## src/pwet_pkg.sv

```systemverilog
// ----------------------------------------------------------------------------
// pwet_pkg
// Shared types, constants and helpers of the packed-word edge timestamper.
// ----------------------------------------------------------------------------
`default_nettype none

package pwet_pkg;

  // samples per packed word and bits to address one of them
  localparam int WORD_SAMPLES = 64;
  localparam int BIT_W        = $clog2(WORD_SAMPLES);

  // absolute sample index and word counter
  localparam int INDEX_BITS = 48;
  localparam int COUNTER_W  = INDEX_BITS - BIT_W;
  localparam logic [COUNTER_W-1:0] COUNTER_MAX = {COUNTER_W{1'b1}};

  // channel tag and configuration port
  localparam int TAG_W     = 6;
  localparam int CFG_W     = INDEX_BITS;
  localparam int CFG_IDX_W = 1;

  // shortest capture that can hold an edge
  localparam logic [INDEX_BITS-1:0] MIN_SAMPLES = INDEX_BITS'(2);

  // configuration register indexes
  typedef enum logic [CFG_IDX_W-1:0] {
    REG_CAPTURE_LEN       = 1'b0,
    REG_REFERENCE_CHANNEL = 1'b1
  } cfg_reg_t;

  // one scanned word waiting for the emitter
  typedef struct packed {
    logic [WORD_SAMPLES-1:0] mask;     // edges still to emit
    logic [WORD_SAMPLES-1:0] word;     // samples, gives direction
    logic [COUNTER_W-1:0]    counter;  // word number, upper index bits
  } entry_t;

  // queue status seen by both sides
  typedef struct packed {
    logic full;
    logic empty;
  } q_status_t;

  // isolate the lowest set bit
  function automatic logic [WORD_SAMPLES-1:0] lowest_one(input logic [WORD_SAMPLES-1:0] m);
    lowest_one = m & (~m + WORD_SAMPLES'(1));
  endfunction

  // encode a one-hot vector into a bit position
  function automatic logic [BIT_W-1:0] onehot_index(input logic [WORD_SAMPLES-1:0] oh);
    logic [BIT_W-1:0] idx;
    idx = '0;
    for (int k = 0; k < WORD_SAMPLES; k++) begin
      if (oh[k]) begin
        idx = idx | BIT_W'(k);
      end
    end
    onehot_index = idx;
  endfunction

endpackage

`default_nettype wire

```

## src/pwet_front.sv

```systemverilog
// ----------------------------------------------------------------------------
// pwet_front
// Holds configuration and scan state, accepts words, builds the edge mask.
// ----------------------------------------------------------------------------
`default_nettype none

module pwet_front (
  input  wire logic                              clk,
  input  wire logic                              rst,
  input  wire logic                              cfg_we,
  input  wire logic [pwet_pkg::CFG_IDX_W-1:0]    cfg_index,
  input  wire logic [pwet_pkg::CFG_W-1:0]        cfg_data,
  input  wire logic                              word_valid,
  output logic                                   word_stall,
  input  wire logic [pwet_pkg::WORD_SAMPLES-1:0] sample_word,
  input  wire logic [pwet_pkg::TAG_W-1:0]        channel_tag,
  input  wire logic                              first_word,
  input  wire pwet_pkg::q_status_t               q_status,
  output logic                                   push,
  output pwet_pkg::entry_t                       push_entry
);

  logic [pwet_pkg::INDEX_BITS-1:0]   sample_total;
  logic [pwet_pkg::TAG_W-1:0]        reference_channel;
  logic                              prev_bit;
  logic [pwet_pkg::COUNTER_W-1:0]    word_counter;

  logic                              accept;
  logic                              scan;
  logic [pwet_pkg::COUNTER_W-1:0]    cnt;
  logic [pwet_pkg::WORD_SAMPLES-1:0] changed;
  logic [pwet_pkg::WORD_SAMPLES-1:0] limit;
  logic [pwet_pkg::WORD_SAMPLES-1:0] edges;
  logic [pwet_pkg::COUNTER_W-1:0]    sc_word;
  logic [pwet_pkg::BIT_W-1:0]        sc_bit;

  // stall only while the queue cannot take another word
  assign word_stall = q_status.full;
  assign accept     = word_valid && !q_status.full;
  assign scan       = accept && (channel_tag == reference_channel);

  // a new capture restarts the word count
  assign cnt = first_word ? '0 : word_counter;

  // compare each sample with the one before it
  always_comb begin
    changed    = sample_word ^ {sample_word[pwet_pkg::WORD_SAMPLES-2:0], prev_bit};
    changed[0] = changed[0] && !first_word;
  end

  // keep only samples below the configured capture length
  assign sc_word = sample_total[pwet_pkg::INDEX_BITS-1:pwet_pkg::BIT_W];
  assign sc_bit  = sample_total[pwet_pkg::BIT_W-1:0];

  always_comb begin
    if (sample_total < pwet_pkg::MIN_SAMPLES) begin
      limit = '0;
    end else if (cnt < sc_word) begin
      limit = '1;
    end else if (cnt == sc_word) begin
      limit = (pwet_pkg::WORD_SAMPLES'(1) << sc_bit) - pwet_pkg::WORD_SAMPLES'(1);
    end else begin
      limit = '0;
    end
  end

  assign edges = changed & limit;

  // queue only words that have something to emit
  assign push               = scan && (edges != '0);
  assign push_entry.mask    = edges;
  assign push_entry.word    = sample_word;
  assign push_entry.counter = cnt;

  // configuration writes
  always_ff @(posedge clk) begin
    if (rst) begin
      sample_total      <= '0;
      reference_channel <= '0;
    end else if (cfg_we) begin
      case (pwet_pkg::cfg_reg_t'(cfg_index))
        pwet_pkg::REG_CAPTURE_LEN:       sample_total      <= cfg_data;
        pwet_pkg::REG_REFERENCE_CHANNEL: reference_channel <= cfg_data[pwet_pkg::TAG_W-1:0];
        default: ;
      endcase
    end
  end

  // advance scan state on every word of the reference channel
  always_ff @(posedge clk) begin
    if (rst) begin
      prev_bit     <= 1'b0;
      word_counter <= '0;
    end else if (scan) begin
      prev_bit     <= sample_word[pwet_pkg::WORD_SAMPLES-1];
      word_counter <= (cnt == pwet_pkg::COUNTER_MAX) ? cnt
                                                      : cnt + pwet_pkg::COUNTER_W'(1);
    end
  end

endmodule

`default_nettype wire

```

## src/pwet_queue.sv

```systemverilog
// ----------------------------------------------------------------------------
// pwet_queue
// Two-entry queue of scanned words between the front and the emitter.
// ----------------------------------------------------------------------------
`default_nettype none

module pwet_queue (
  input  wire logic             clk,
  input  wire logic             rst,
  input  wire logic             push,
  input  wire pwet_pkg::entry_t push_entry,
  input  wire logic             pop,
  output pwet_pkg::entry_t      head,
  output pwet_pkg::q_status_t   q_status
);

  pwet_pkg::entry_t entries [2];
  logic             wr_ptr;
  logic             rd_ptr;
  logic [1:0]       count;

  assign head           = entries[rd_ptr];
  assign q_status.full  = (count == 2'd2);
  assign q_status.empty = (count == 2'd0);

  // hold payload
  always_ff @(posedge clk) begin
    if (push) begin
      entries[wr_ptr] <= push_entry;
    end
  end

  // advance pointers and fill level
  always_ff @(posedge clk) begin
    if (rst) begin
      wr_ptr <= 1'b0;
      rd_ptr <= 1'b0;
      count  <= 2'd0;
    end else begin
      if (push) begin
        wr_ptr <= !wr_ptr;
      end
      if (pop) begin
        rd_ptr <= !rd_ptr;
      end
      case ({push, pop})
        2'b10:   count <= count + 2'd1;
        2'b01:   count <= count - 2'd1;
        default: count <= count;
      endcase
    end
  end

endmodule

`default_nettype wire

```

## src/pwet_back.sv

```systemverilog
// ----------------------------------------------------------------------------
// pwet_back
// Emits one edge beat per cycle while edge_stall is low, from the current word, lowest sample first.
// ----------------------------------------------------------------------------
`default_nettype none

module pwet_back (
  input  wire logic                            clk,
  input  wire logic                            rst,
  input  wire pwet_pkg::q_status_t             q_status,
  input  wire pwet_pkg::entry_t                head,
  output logic                                 pop,
  output logic                                 edge_valid,
  input  wire logic                            edge_stall,
  output logic [pwet_pkg::INDEX_BITS-1:0]      edge_index,
  output logic                                 rising,
  output logic                                 last_of_word
);

  logic                              busy;
  logic [pwet_pkg::WORD_SAMPLES-1:0] cur_mask;
  logic [pwet_pkg::WORD_SAMPLES-1:0] cur_word;
  logic [pwet_pkg::COUNTER_W-1:0]    cur_counter;

  logic [pwet_pkg::WORD_SAMPLES-1:0] lsb;
  logic [pwet_pkg::WORD_SAMPLES-1:0] rest;
  logic [pwet_pkg::BIT_W-1:0]        step_bit;
  logic                              step_last;
  logic                              step_rising;
  logic                              step;

  // load a word when idle
  assign pop = !busy && !q_status.empty;

  // pick the lowest pending edge
  assign lsb         = pwet_pkg::lowest_one(cur_mask);
  assign step_bit    = pwet_pkg::onehot_index(lsb);
  assign rest        = cur_mask & ~lsb;
  assign step_last   = (rest == '0);
  assign step_rising = |(cur_word & lsb);

  // emit when the output register is free or drains this cycle
  assign step = busy && (!edge_valid || !edge_stall);

  // control
  always_ff @(posedge clk) begin
    if (rst) begin
      busy       <= 1'b0;
      edge_valid <= 1'b0;
    end else begin
      if (step) begin
        edge_valid <= 1'b1;
      end else if (!edge_stall) begin
        edge_valid <= 1'b0;
      end
      if (pop) begin
        busy <= 1'b1;
      end else if (step && step_last) begin
        busy <= 1'b0;
      end
    end
  end

  // payload of the current word and the output beat
  always_ff @(posedge clk) begin
    if (pop) begin
      cur_mask    <= head.mask;
      cur_word    <= head.word;
      cur_counter <= head.counter;
    end else if (step) begin
      cur_mask <= rest;
    end
    if (step) begin
      edge_index   <= {cur_counter, step_bit};
      rising       <= step_rising;
      last_of_word <= step_last;
    end
  end

`ifndef SYNTHESIS
  a_busy_has_edge: assert property (@(posedge clk) disable iff (rst)
    busy |-> (cur_mask != '0))
    else $error("emitter busy with no pending edge");

  a_last_frees: assert property (@(posedge clk) disable iff (rst)
    (step && step_last) |=> !busy)
    else $error("emitter still busy after last edge of word");

  a_step_shows: assert property (@(posedge clk) disable iff (rst)
    step |=> (edge_valid && (edge_index[pwet_pkg::BIT_W-1:0] == $past(step_bit))))
    else $error("emitted edge not presented on output");
`endif

endmodule

`default_nettype wire

```

## src/packed_word_edge_timestamper_core.sv

```systemverilog
// A word with edges is queued, then loaded into the emitter; its edges go out one per
// cycle while edge_stall is low; the next word loads only after its last edge.
// A word with no edge to emit is never queued and does not hold the emitter.
// A two-entry queue lets the front take words while the emitter is busy.
// Reset (rst, synchronous): clears configuration, scan state, queue and output valid.
// ----------------------------------------------------------------------------
// packed_word_edge_timestamper_core
// Top level: front scanner, word queue and edge emitter.
// ----------------------------------------------------------------------------
`default_nettype none

module packed_word_edge_timestamper_core (
  input  wire logic                              clk,
  input  wire logic                              rst,
  input  wire logic                              cfg_we,
  input  wire logic [pwet_pkg::CFG_IDX_W-1:0]    cfg_index,
  input  wire logic [pwet_pkg::CFG_W-1:0]        cfg_data,
  input  wire logic                              word_valid,
  output logic                                   word_stall,
  input  wire logic [pwet_pkg::WORD_SAMPLES-1:0] sample_word,
  input  wire logic [pwet_pkg::TAG_W-1:0]        channel_tag,
  input  wire logic                              first_word,
  output logic                                   edge_valid,
  input  wire logic                              edge_stall,
  output logic [pwet_pkg::INDEX_BITS-1:0]        edge_index,
  output logic                                   rising,
  output logic                                   last_of_word
);

  pwet_pkg::q_status_t q_status;
  pwet_pkg::entry_t    push_entry;
  pwet_pkg::entry_t    head;
  logic                push;
  logic                pop;

  // scan and classify words
  pwet_front u_front (
    .clk         (clk),
    .rst         (rst),
    .cfg_we      (cfg_we),
    .cfg_index   (cfg_index),
    .cfg_data    (cfg_data),
    .word_valid  (word_valid),
    .word_stall  (word_stall),
    .sample_word (sample_word),
    .channel_tag (channel_tag),
    .first_word  (first_word),
    .q_status    (q_status),
    .push        (push),
    .push_entry  (push_entry)
  );

  // buffer words with edges
  pwet_queue u_queue (
    .clk        (clk),
    .rst        (rst),
    .push       (push),
    .push_entry (push_entry),
    .pop        (pop),
    .head       (head),
    .q_status   (q_status)
  );

  // emit edge beats
  pwet_back u_back (
    .clk          (clk),
    .rst          (rst),
    .q_status     (q_status),
    .head         (head),
    .pop          (pop),
    .edge_valid   (edge_valid),
    .edge_stall   (edge_stall),
    .edge_index   (edge_index),
    .rising       (rising),
    .last_of_word (last_of_word)
  );

endmodule

`default_nettype wire

```

## config.mk

```make
export PLATFORM = sky130hd
export DESIGN_NAME = packed_word_edge_timestamper_core
export DESIGN_NICKNAME = d
export VERILOG_FILES = /design/src/pwet_pkg.sv /design/src/pwet_front.sv /design/src/pwet_queue.sv /design/src/pwet_back.sv /design/src/packed_word_edge_timestamper_core.sv
export SDC_FILE = /design/constraint.sdc
export NUM_CORES = 1
export LEC_CHECK = 0
export ABC_AREA = 1
export BUFFER_PORTS_ARGS = -buffer_cell sky130_fd_sc_hd__buf_2
export CORE_ASPECT_RATIO = 0.9
export CORE_MARGIN = 8
export CORE_UTILIZATION = 60
export CTS_BUF_LIST = sky130_fd_sc_hd__clkbuf_4 sky130_fd_sc_hd__clkbuf_8
export DETAILED_ROUTE_END_ITERATION = 8
export PLACE_DENSITY = 0.8
export SLEW_MARGIN = 10
export SYNTH_ARGS = -nofsm -noshare
export SYNTH_HDL_FRONTEND = slang
export SYNTH_HIERARCHICAL = 1
export SYNTH_SLANG_ARGS = --single-unit
```

## constraint.sdc

```tcl
create_clock -name clk -period 14.01 [get_ports clk]
set_clock_uncertainty 0.1 [all_clocks]
set_input_delay 1.401 -clock clk [delete_from_list [all_inputs] [get_ports clk]]
set_output_delay 1.401 -clock clk [all_outputs]
set_load 0.01 [all_outputs]
```

* Word-level counts from Yosys, hierarchy flattened
Memory sizes are Yosys's and may differ from the RTL's. A register that Yosys moved wholly into a read port is not among the register bits. Cells that the tools add are included.
Cells by class: add/sub/neg operators 5, order comparisons 2, equality and inequality tests 8, shifts and indexed selects 1, mux-type cells 106, bitwise logic cells 7, reductions and logical operators 35
Operator list (count):
- 64-bit 2-to-1 mux | 9
- 64-bit bitwise AND | 4
- 48-bit 2-to-1 mux | 5
- 6-bit 2-to-1 mux | 35
- 42-bit 2-to-1 mux | 4
- 64-bit inverter | 2
- 5-bit 2-to-1 mux | 16
- 64-bit by 1-bit adder with 64-bit output, second input constant | 1
- 64-bit zero test | 1
- 64-bit nonzero test | 1
- 64-bit OR reduction | 1
- 1-bit by 6-bit << shifter with 64-bit output, first input constant | 1
- 64-bit by 2-bit subtractor with 64-bit output, second input constant | 1
- 64-bit XOR | 1
- 48-bit by 2-bit less-than comparator with 1-bit output, second input constant | 1
- 42-bit by 1-bit adder with 42-bit output, second input constant | 1
- 42-bit equality test | 1
- 42-bit equality test, second input constant | 1
- 42-bit less-than comparator | 1
- 4-bit 2-to-1 mux | 8
- 32-bit OR reduction | 1
- 1-bit 2-to-1 mux | 21
- 16-bit OR reduction | 1
- 3-bit 2-to-1 mux | 4
- other kinds (19) | 42
Storage, ports and cells: bits in registers 323, memory bits (writable) 340, input bits 125, word-level logic and storage cells 186, memories 1
Memory list:
- u_queue.entries | words 2, width 170, rd ports 1, clocked after memory_dff 1, write ports 1, RTL line pwet_queue.sv:17 | pwet_pkg::entry_t entries [2];

* Longest topological paths before layout
depth in word-level cells 64, depth in mapped cells 33, mapped depth without buffers 32

* Hierarchy
The synthesis kept the hierarchy.
Modules (own cells, without submodules):
- pwet_queue | instances 1, cells an instance 562, area an instance 12894.9 sq um
- pwet_front | instances 1, cells an instance 1978, area an instance 11304.6 sq um
- pwet_back | instances 1, cells an instance 1109, area an instance 10436.3 sq um

* Worst setup path after synthesis
OpenSTA, ideal clock, no wires.
path kind input to register, from input port first_word, to memory u_queue/entries[0][0] (netlist name) (enable), arrival time 11.400 ns, slack 1.808 ns, cell stages on the path 23, cells stage by stage buf_6 > clkbuf_1 > clkbuf_1 > nor2_1 > ha_1 > nand2_1 > nor2_1 > inv_1 > nor3_1 > nand3_1 > inv_1 > buf_2 > buf_2 > nand3_1 > nand2_1 > nand3_1 > nand3_1 > nor2_1 > nand3_1 > nor2_1 > nor2_1 > inv_1 > nor2_1
RTL lines:
- start: declaration | RTL line packed_word_edge_timestamper_core.sv:22 | input wire logic first_word,
- end: declaration | RTL line pwet_queue.sv:17

==> results.txt <==
# H-tree levels -> 3
Netlist Area Pre-Place -> 34,600 µm²
Avg Cell Area, Syn -> 9.49 µm²
Most numerous cell in the Yosys netlist -> nand2_1
Worst path bufs/invs -> 7
Post-synth ARST share -> 0%
Worst min path class -> reg -> reg
Slew Viols, Final -> 0
Status -> complete, no violations
Synth cell count leaders -> nand2_1 (798), edfxtp_1 (560), nor2_1 (501)
Min cycle time layout -> 7.44 ns
GR Util met1 -> 49.2%
Vias per cell -> 5.96
Power density cells -> 154 nW/µm²
Crit path DAT -> 7.65 ns
CTS Buf Count -> 101
Worst hold path endpoint -> u_back/edge_index[23]
Hold buffer count at CTS -> 0
Initial Utilization -> 60.8%
Die span in y -> 244 µm
Final std cells w/o fill -> 4,632
Count of cell types in the netlist -> 55
Die X -> 269 µm
Worst Tran Pin Value -> 1.27 ns
#FFs+latches synth -> 664
Ys flop type -> edfxtp_1
Final instance area -> 37,700 µm²
WL final -> 110,000 µm
Layout cell share with drive strength beyond 1 -> 16.7%
HPWL Detailed -> 83,400 µm
IO Pins -> 177
Pleak -> 15.1 nW
R2R depth -> 21
Final nets -> 3,951
Fmax -> 134 MHz
Total Power -> 5.82 mW
Met2 GRT Util -> 44.7%
EDFF count, synth -> 560
Instance count on the critical path -> 23
Crit end category -> flop
Wire per inst -> 23.7 µm
Clock Sinks -> 664
R2r startpoint -> u_front/word_counter[38]
Largest net degree at the start of global routing -> 161
Core area -> 57,000 µm²
HP Start -> u_back/cur_counter[17]
Worst path max stage delay -> 0.96 ns
Register-to-register setup slack -> 7.75 ns
Global route overflow -> 0
GR peak layer -> met1
Max clock buf depth -> 3
Root Buffer -> clkbuf_8
Gpl congestion -> 1.07
Worst-path cell chain -> buf_2 > inv_4 > nand2_1 > inv_1 > ha_1 > nand2_1 > nor2_1 > nand2_1 > nor3_1 > nand3_1 > inv_1 > buf_4 > nand3_1 > a211oi_1 > a21oi_1 > nand2_1 > nor2_1 > nand3_1 > nor2_1 > nor2_1 > inv_1 > nor2_4 > buf_12
Die area -> 65,700 µm²
Clk slew on worst S/H paths -> 0.06 ns
Post-cts sizing count -> 0
DR iter-0 viols -> 3,995
Grt met3 use -> 9.76%
Leading area contributor after synthesis -> edfxtp_1
Worst skew pair latency -> 0.73 ns
Vias in the first global route -> 25,794
YS warnings -> 6
Tcrit/Tclk final -> 53.1%
FP Rows -> 83
DRC -> 0
Place WS -> 6.28 ns
Gr usage total -> 32.4%
CTS tree -> built
Register area share after synthesis -> 54.6%
Initial antenna violation count -> 8
Antenna violation net count after detailed routing -> 0
Syn Inst Count -> 3,649
CP top delay family -> simple AND/OR/NAND/NOR gates
Dominant cells by area after synthesis -> edfxtp_1 (49%), nand2_1 (8.6%), dfxtp_1 (6.0%), nor2_1 (5.4%), mux2_4 (4.3%)
Area grow syn2layout -> 8.85%
Setup repair bufs after CTS -> 0
Global-route wire length before repair -> 162,000 µm
Max-cap viol count -> 0
WHS Path Cells -> 0
Post-synthesis net count -> 3,819
Top cell type's share of synthesized area -> 48.6%
DP Cell Count -> 4,443
Slew HR -> 14.9%
Placed cell area -> 35,600 µm²
Via count -> 27,589
Initial DRT Pass Iterations -> 6
RSZ-0062 raised after global routing -> no
Port bufs -> 176
Final setup viols -> 0
Slowest CP cell -> nor2_4
Crit path launch type -> primary input
Final Hold Viols -> 0
PnR worst setup slack -> 6.57 ns
Kind of critical path -> in -> reg
Reg2reg end -> u_queue/entries[0][104]
Worst vdd ir -> 128 µV
Setup TNS -> 0 ns
Critical Path RT -> 14.22 ns
Crit path max fanout -> 136
==> worst max path at each step <==
stage	from	end	slack, ns
after floorplan	first_word	u_queue/entries[0][0]	1.81
after global placement	first_word	u_queue/entries[0][97]	6.48
after detailed placement	first_word	u_queue/entries[0][96]	6.28
after CTS	first_word	u_queue/entries[0][94]	6.92
after global routing	first_word	u_queue/entries[0][98]	6.30
final	first_word	u_queue/entries[0][104]	6.57
==> power by group <==
group	internal, mW	total [mW]	switching [mW]
Combinational	0.448	1.37	0.927
Clock	0.883	1.66	0.774
Sequential	2.56	2.79	0.231
==> sequential cells by signal, summed over array words and instances, names as in the netlist, 2 cells and up, named ones only <==
signal and count:
u_front/word_counter 42, u_front/reference_channel 6, u_front/sample_total 48, u_back/cur_counter 42, u_queue/entries 340, u_back/cur_word 64
u_back/cur_mask 64, u_back/edge_index 48, u_queue/count 2
==> kinds of logic after synthesis <==
| kind of cell | share of synthesized area (%) |
|---|---|
| adders and majority gates | 1.63 |
| buffers and inverters | 7.07 |
| xor gates and xnor gates | 1.64 |
| DFF | 54.6 |
| and+or+nand+nor | 22.8 |
| AOI/OAI and AO/OA | 5.65 |
| muxes | 6.61 |
==> routing by layer <==
metal | vias up | wire, µm
met5 | - | 41
met3 | 196 | 15100
met1 | 12983 | 47500
met2 | 1811 | 44200
li1 | 12593 | -
met4 | 6 | 2820
==> worst reg2reg max path, cell delays in order, from the launching register on <==
cell,delay (ns)
dfxtp_1,0.39
inv_1,0.07
nor2_1,0.31
ha_1,0.21
nand2_1,0.07
nor2_1,0.23
inv_1,0.12
nor3_1,0.33
nand3_1,0.50
inv_1,0.18
buf_4,0.37
nand3_1,0.16
a211oi_1,0.40
a21oi_1,0.12
nand2_1,0.11
nor2_1,0.05
nand3_1,0.07
nor2_1,0.07
nor2_1,0.15
inv_1,0.12
nor2_4,0.96
buf_12,0.65
==> stage by stage <==
step,util (%),hold WS (ns)
2_1_floorplan,-,0.300
3_3_place_gp,62.4,0.302
3_5_place_dp,62.4,0.305
4_1_cts,66.1,0.319
5_1_grt,66.1,0.325
6_report,66.1,0.317
==> layout make-up <==
type                    count  area (µm²)
fillers                  4525       19300
flip-flops and latches    664       18900
multi-input cells        2457       13300
clock buffers             136        1680
inverters                 360        1370
repair buffers            197        1060
well taps                 765         957
clock inverters            51         413
diodes                      2        5.00
==> layout by cell type (no fill, tap or decap), drive strengths merged, types with 34 or more instances in the layout <==
master and instances:
dfxtp 104, nor3 67, clkbuf 136, buf 197, o21ai 204, inv 357
clkinv 44, mux2 170, xnor2 34, ha 45, nand3 226, a21oi 148
nor2 547, nand2 823, edfxtp 560, nand4 99
No activity file was read; power rests on OpenSTA's default activity.
